[src/tali_pkg.sv]
// Shared types, constants and the control program of the interpolation block.
// Used by the top level; depends on nothing.
package tali_pkg;

  localparam int W = 32;
  localparam int Q_FRAC = 16;
  localparam int RATIO_W = Q_FRAC + 1;
  localparam int PROD_W = (W + 1) + (RATIO_W + 1);
  localparam int PC_W = 3;
  localparam int CNT_W = 4;

  localparam logic [1:0] ST_ALIGNED = 2'd0;
  localparam logic [1:0] ST_NO_B = 2'd1;
  localparam logic [1:0] ST_A_SHORT = 2'd2;
  localparam logic [1:0] ST_RANGE = 2'd3;

  localparam logic [2:0] OP_TAKE = 3'd0;
  localparam logic [2:0] OP_CHECK = 3'd1;
  localparam logic [2:0] OP_DIV_INIT = 3'd2;
  localparam logic [2:0] OP_DIV_STEP = 3'd3;
  localparam logic [2:0] OP_MUL = 3'd4;
  localparam logic [2:0] OP_ADD = 3'd5;
  localparam logic [2:0] OP_EMIT = 3'd6;

  localparam logic [2:0] COND_NEXT = 3'd0;
  localparam logic [2:0] COND_NO_REQ = 3'd1;
  localparam logic [2:0] COND_SKIP = 3'd2;
  localparam logic [2:0] COND_CNT_LEFT = 3'd3;
  localparam logic [2:0] COND_OUT_BUSY = 3'd4;
  localparam logic [2:0] COND_ALWAYS = 3'd5;

  localparam logic [PC_W-1:0] STEP_TAKE = 3'd0;
  localparam logic [PC_W-1:0] STEP_CHECK = 3'd1;
  localparam logic [PC_W-1:0] STEP_DIV_INIT = 3'd2;
  localparam logic [PC_W-1:0] STEP_DIV_STEP = 3'd3;
  localparam logic [PC_W-1:0] STEP_MUL = 3'd4;
  localparam logic [PC_W-1:0] STEP_ADD = 3'd5;
  localparam logic [PC_W-1:0] STEP_EMIT = 3'd6;

  typedef struct packed {
    logic [2:0] op;
    logic [2:0] cond;
    logic [PC_W-1:0] target;
  } ctrl_word_t;

  function automatic ctrl_word_t program_rom(input logic [PC_W-1:0] pc);
    ctrl_word_t w;
    unique case (pc)
      STEP_TAKE: w = '{OP_TAKE, COND_NO_REQ, STEP_TAKE};
      STEP_CHECK: w = '{OP_CHECK, COND_SKIP, STEP_EMIT};
      STEP_DIV_INIT: w = '{OP_DIV_INIT, COND_NEXT, STEP_TAKE};
      STEP_DIV_STEP: w = '{OP_DIV_STEP, COND_CNT_LEFT, STEP_DIV_STEP};
      STEP_MUL: w = '{OP_MUL, COND_NEXT, STEP_TAKE};
      STEP_ADD: w = '{OP_ADD, COND_NEXT, STEP_TAKE};
      STEP_EMIT: w = '{OP_EMIT, COND_OUT_BUSY, STEP_EMIT};
      default: w = '{OP_TAKE, COND_ALWAYS, STEP_TAKE};
    endcase
    return w;
  endfunction

endpackage

[src/timestamp_aligned_linear_interp_top.sv]
// Timestamp aligned linear interpolation between a slow channel A and a fast
// channel B. Control is a short microprogram; it depends on tali_pkg.
//
// Usage: each slave request carries one cycle-stamped sample, tuser selects
// channel A (0) or channel B (1). The block keeps the two newest A samples
// and the newest B sample and gives exactly one master request per slave
// request: a status in tuser and, when aligned, the A value interpolated at
// B's cycle together with B's value.
// Sequence: a request is taken in the wait step. A failed check or equal A
// cycles go from the check step straight to the emit step; an interpolation
// runs the restoring divider loop (one quotient bit per step, 17-bit
// quotient) and then the multiply and add steps before the emit step. The
// next request can be taken in the cycle after the result is registered;
// the block takes no new request while it works on one.
// The result sits in an output register; the block takes and works on the
// next request while it waits. If the receiver still stalls when the next
// result is ready, the program holds in its emit step until it is taken.
// Reset clears all held samples, the fill count and the output valid; the
// first request after reset reports that no B sample has arrived unless it
// is itself a B sample.
module timestamp_aligned_linear_interp_top (
  input  logic        clk,
  input  logic        rst,
  input  logic        s_tvalid,
  output logic        s_tready,
  input  logic [63:0] s_tdata,   // [31:0] sample_value, [63:32] sample_cycle
  input  logic [0:0]  s_tuser,   // [0] func
  output logic        m_tvalid,
  input  logic        m_tready,
  output logic [63:0] m_tdata,   // [31:0] a_interpolated, [63:32] b_value
  output logic [1:0]  m_tuser    // [1:0] status
);

  localparam int W = tali_pkg::W;

  logic [tali_pkg::PC_W-1:0] pc;
  logic [tali_pkg::PC_W-1:0] pc_next;
  tali_pkg::ctrl_word_t cw;

  logic signed [W-1:0] a_older_value;
  logic signed [W-1:0] a_older_cycle;
  logic signed [W-1:0] a_newer_value;
  logic signed [W-1:0] a_newer_cycle;
  logic [1:0] a_fill;
  logic signed [W-1:0] b_last_value;
  logic signed [W-1:0] b_last_cycle;
  logic b_present;

  logic [1:0] res_status;
  logic signed [W-1:0] res_a;
  logic signed [W-1:0] res_b;

  logic [W-1:0] divisor;
  logic [W-1:0] rem;
  logic [tali_pkg::RATIO_W-1:0] quot;
  logic [tali_pkg::CNT_W-1:0] cnt;
  logic signed [W:0] dv;
  logic signed [tali_pkg::PROD_W-1:0] prod;

  logic in_req;
  logic out_busy;
  logic jump;
  logic [1:0] check_status;
  logic equal_cycles;
  logic signed [W:0] n_full;
  logic signed [W:0] d_full;
  logic [W:0] shifted;
  logic [W:0] init_diff;
  logic [W:0] step_diff;
  logic signed [tali_pkg::PROD_W-1:0] prod_adj;

  assign cw = tali_pkg::program_rom(pc);
  assign s_tready = (cw.op == tali_pkg::OP_TAKE);
  assign in_req = s_tvalid && s_tready;
  assign out_busy = m_tvalid && !m_tready;

  always_comb begin
    if (!b_present) begin
      check_status = tali_pkg::ST_NO_B;
    end else if (a_fill < 2'd2) begin
      check_status = tali_pkg::ST_A_SHORT;
    end else if (b_last_cycle < a_older_cycle || b_last_cycle > a_newer_cycle) begin
      check_status = tali_pkg::ST_RANGE;
    end else begin
      check_status = tali_pkg::ST_ALIGNED;
    end
  end

  assign equal_cycles = (a_older_cycle == a_newer_cycle);
  assign n_full = {b_last_cycle[W-1], b_last_cycle} - {a_older_cycle[W-1], a_older_cycle};
  assign d_full = {a_newer_cycle[W-1], a_newer_cycle} - {a_older_cycle[W-1], a_older_cycle};
  assign init_diff = {1'b0, n_full[W-1:0]} - {1'b0, d_full[W-1:0]};
  assign shifted = {rem, 1'b0};
  assign step_diff = shifted - {1'b0, divisor};
  assign prod_adj = prod + (prod[tali_pkg::PROD_W-1] ?
                    tali_pkg::PROD_W'((1 << tali_pkg::Q_FRAC) - 1) :
                    tali_pkg::PROD_W'(0));

  always_comb begin
    unique case (cw.cond)
      tali_pkg::COND_NEXT: jump = 1'b0;
      tali_pkg::COND_NO_REQ: jump = !in_req;
      tali_pkg::COND_SKIP: jump = (check_status != tali_pkg::ST_ALIGNED) || equal_cycles;
      tali_pkg::COND_CNT_LEFT: jump = (cnt != '0);
      tali_pkg::COND_OUT_BUSY: jump = out_busy;
      tali_pkg::COND_ALWAYS: jump = 1'b1;
      default: jump = 1'b1;
    endcase
    if (jump) begin
      pc_next = cw.target;
    end else if (cw.op == tali_pkg::OP_EMIT) begin
      pc_next = tali_pkg::STEP_TAKE;
    end else begin
      pc_next = pc + 1'b1;
    end
  end

  always_ff @(posedge clk) begin
    if (rst) begin
      pc <= tali_pkg::STEP_TAKE;
      m_tvalid <= 1'b0;
      a_older_value <= '0;
      a_older_cycle <= '0;
      a_newer_value <= '0;
      a_newer_cycle <= '0;
      a_fill <= '0;
      b_last_value <= '0;
      b_last_cycle <= '0;
      b_present <= 1'b0;
    end else begin
      pc <= pc_next;
      if (cw.op == tali_pkg::OP_EMIT && !out_busy) begin
        m_tvalid <= 1'b1;
      end else if (m_tvalid && m_tready) begin
        m_tvalid <= 1'b0;
      end
      if (in_req) begin
        if (s_tuser[0] == 1'b0) begin
          a_older_value <= a_newer_value;
          a_older_cycle <= a_newer_cycle;
          a_newer_value <= s_tdata[31:0];
          a_newer_cycle <= s_tdata[63:32];
          if (a_fill < 2'd2) begin
            a_fill <= a_fill + 2'd1;
          end
        end else begin
          b_last_value <= s_tdata[31:0];
          b_last_cycle <= s_tdata[63:32];
          b_present <= 1'b1;
        end
      end
    end
  end

  always_ff @(posedge clk) begin
    case (cw.op)
      tali_pkg::OP_CHECK: begin
        res_status <= check_status;
        res_a <= '0;
        res_b <= '0;
        if (check_status == tali_pkg::ST_ALIGNED) begin
          res_b <= b_last_value;
          if (equal_cycles) begin
            res_a <= a_older_value;
          end
        end
      end
      tali_pkg::OP_DIV_INIT: begin
        divisor <= d_full[W-1:0];
        dv <= {a_newer_value[W-1], a_newer_value} - {a_older_value[W-1], a_older_value};
        cnt <= '1;
        if (!init_diff[W]) begin
          rem <= init_diff[W-1:0];
          quot <= tali_pkg::RATIO_W'(1);
        end else begin
          rem <= n_full[W-1:0];
          quot <= '0;
        end
      end
      tali_pkg::OP_DIV_STEP: begin
        cnt <= cnt - 1'b1;
        if (!step_diff[W]) begin
          rem <= step_diff[W-1:0];
          quot <= {quot[tali_pkg::RATIO_W-2:0], 1'b1};
        end else begin
          rem <= shifted[W-1:0];
          quot <= {quot[tali_pkg::RATIO_W-2:0], 1'b0};
        end
      end
      tali_pkg::OP_MUL: begin
        prod <= dv * $signed({1'b0, quot});
      end
      tali_pkg::OP_ADD: begin
        res_a <= a_older_value + prod_adj[tali_pkg::Q_FRAC +: W];
      end
      tali_pkg::OP_EMIT: begin
        if (!out_busy) begin
          m_tuser <= res_status;
          m_tdata <= {res_b, res_a};
        end
      end
      default: begin
      end
    endcase
  end

endmodule

[config.mk]
export PLATFORM = sky130hd
export DESIGN_NAME = timestamp_aligned_linear_interp_top
export DESIGN_NICKNAME = d
export VERILOG_FILES = /design/src/tali_pkg.sv /design/src/timestamp_aligned_linear_interp_top.sv
export SDC_FILE = /design/constraint.sdc
export NUM_CORES = 2
export LEC_CHECK = 0
export BUFFER_PORTS_ARGS = -buffer_cell sky130_fd_sc_hd__buf_2
export CORE_MARGIN = 1
export CORE_UTILIZATION = 54
export DETAILED_ROUTE_END_ITERATION = 10
export PLACE_DENSITY = 0.8
export SLEW_MARGIN = 20
export SYNTH_ARGS = -nofsm -noshare
export SYNTH_HDL_FRONTEND = slang
export SYNTH_SLANG_ARGS = --single-unit
[constraint.sdc]
create_clock -name clk -period 12.7 [get_ports clk]
set_input_delay 3.175 -clock clk [delete_from_list [all_inputs] [get_ports clk]]
set_output_delay 3.175 -clock clk [all_outputs]
set_load 0.005 [all_outputs]
==> flow_summary.yaml <==
status:
  outcome: "finished with violations"
  failed_checks: "design-rule violations"
yosys:
  synthCells: 5329
  async_flop_share_pct: 0
  ys_ff_latch: 498
  synthDistinctLibCells: 91
  synth_edf_count: 299
  syn_nets: 6302
  seq_area_frac_synth_pct: 26.8
  avgSynthCellArea_um2: 9.09
  synth_top_cell_area_share_pct: 22.4
  yosys.area.top_type: "fa_1"
  synth-main-ff-cell: "edfxtp_1"
  synth_common_cells: "nand2_1 (883), inv_1 (829), fa_1 (542)"
  synthTopCellsByArea: "fa_1 (22%), edfxtp_1 (19%), ha_1 (9.3%)"
  yosysMostFrequentCell: "nand2_1"
  synth_warnings: 0
  synth.cell_area_mm2: 0.0484
clock_tree:
  cts_tree: "built"
  cts_buffers: 55
  root_buffer: "clkbuf_16"
  clock-sinks: 498
  cts_resized: 0
  clockBufferDepth: 3
  clk_pin_slew_ns: 0.06
  post_cts.repair.setup_buffers: 0
  worstSkewPairLatency_ns: 0.67
  cts_hold_buf: 0
  htree_levels: 2
grt:
  grt_use_met1_pct: 38.9
  antenna_found_initial: 3
  grt_max_degree: 109
  grt.total_usage_pct: 27.8
  top_usage_layer: "met2"
  use_met2_pct: 43.7
  grt-ovfl-total: 0
  grt_pass1_wl_mm: 201
  grt_use_met3_pct: 5.48
  grt_pass1_vias: 37900
drt:
  wl_mm: 124
  first_iter_violations: 3477
  ant_nets: 0
  dr.pass1.iters: 9
  drc: 2
  avgRoutedWirePerCell_um: 18.9
  via_count: 37700
  avgViaCountPerCell: 5.74
placement:
  gp_congestion: 0.939
  dp_hpwl_mm: 93.8
  io_buffers: 136
critical_path:
  end_kind: "flop"
  path_max_fanout: 22
  cp_data_arrival_time_ns: 8.17
  critPathLaunchType: "flop"
  critPathRequiredTime_ns: 13.11
  critPathKind: "flop to flop"
flow_run:
  maxCapViolCount: 0
final_layout:
  area_delta_synth_final_pct: 7.76
  nets: 6323
  final_layout_size_suffix_gt1_share_pct: 5.91
  utilization_pct: 58.9
timing:
  finalCriticalPeriod_ns: 7.77
  worst_pin_slew_ns: 1.16
  clock.fmax_mhz: 129
  rsz0062_at_grt: "no"
  hold_viol_final: 0
  slew_violations: 0
  slew_headroom_pct: 22.6
  fin_crit_sh_pct: 61.2
  finalSetupViolations: 0
  skew_ns: 0.0597
  setup_tns_ns: 0
die:
  dieArea_mm2: 0.0909
  die_h_um: 302
  start_util_pct: 54.7
  fp.coreArea_mm2: 0.0886
  rows: 109
  io_pins: 137
  die_w_um: 302
min_path:
  min_path_type: "flop to flop"
-- registers in the layout, summed over array words and instances, names as in the netlist --
register	count
m_tdata	64
prod	49
dv	33
a_newer_cycle	32
a_newer_value	32
a_older_cycle	32
a_older_value	32
b_last_cycle	32
b_last_value	32
divisor	32
rem	32
res_a	32
res_b	32
quot	17
cnt	4
pc	3
a_fill	2
m_tuser	2
res_status	2
b_present	1
m_tvalid	1
-- path summary, 6_finish.rpt --
path,startpoint,endpoint,slack [ns],cells after the start
min reg2reg,res_b[1],m_tdata[33],0.40,0
max reg2reg,quot[4],prod[50],4.93,23
max,quot[4],prod[50],4.93,23
min,res_b[1],m_tdata[33],0.40,0
-- kinds of logic (layout without fill, tap and decap cells) --
kind of cell | after synthesis | count (layout) | share of synthesized area (%)
AO/OA/AOI/OAI | 992 | 992 | 12.9
flip-flops | 498 | 498 | 26.8
multiplexers | 19 | 19 | 0.403
XOR/XNOR | 247 | 247 | 4.47
AND/OR/NAND/NOR | 1632 | 1632 | 15.6
adder cells (fa/ha/maj) | 904 | 904 | 31.7
other | 0 | 1 | 0
buffers and inverters | 1037 | 1105 | 8.13
-- placed cells by master (no fill, tap or decap), drive strengths merged, types with 43 or more instances in the layout --
cell / count
nand2: 883
inv: 833
fa: 542
a21oi: 435
ha: 362
edfxtp: 299
and2: 286
dfxtp: 199
buf: 171
nor2: 163
xnor2: 153
a21o: 150
o21ai: 143
xor2: 94
clkbuf: 76
nand3: 60
a211oi: 48
nand2b: 43
-- final cells by class --
type | count | area [µm²]
fillers | 7431 | 36400
repair buffers | 171 | 957
well taps | 1165 | 1460
inverters | 830 | 3120
clock buffers | 76 | 1700
flip-flops and latches | 498 | 13000
multi-input cells | 3794 | 31600
diodes | 1 | 2.50
clock inverters | 28 | 403
-- stage by stage --
| stage | area, µm² | worst slack, ns | hold WS, ns | cells |
|---|---|---|---|---|
| after global routing | 52200 | 4.55 | 0.411 | 6563 |
| after detailed placement | 50100 | 5.03 | 0.405 | 6458 |
| after CTS | 52200 | 4.99 | 0.407 | 6562 |
| after floorplan | 48400 | 6.16 | 0.400 | 5329 |
| after global placement | 50100 | 5.27 | 0.400 | 6457 |
| final | 52200 | 4.93 | 0.403 | 6563 |
-- metal layers --
metal  up-vias  share of wire [%]
met5         -                  0
met4         0                3.1
met3       278                9.4
met2      1634                 45
met1     18400                 42
li1      17400                  -
-- critical path, cell delays in order, from the launching register on --
cell       delay, ns
edfxtp_1        0.72
buf_4           0.39
nand2_1         0.13
fa_1            0.53
fa_1            0.55
inv_1           0.05
fa_1            0.51
fa_1            0.53
fa_1            0.49
inv_1           0.05
fa_1            0.47
inv_1           0.04
ha_1            0.35
a21o_1          0.20
a311o_1         0.33
a21oi_1         0.14
o21ai_0         0.27
a2111oi_1       0.50
nand3_1         0.20
nand2_1         0.21
o21ai_1         0.12
a221oi_1        0.40
o21ai_0         0.17
xnor2_1         0.14
Power is not shown: default switching activity piles up to over one toggle a cycle in this logic, so the estimate is an artifact.
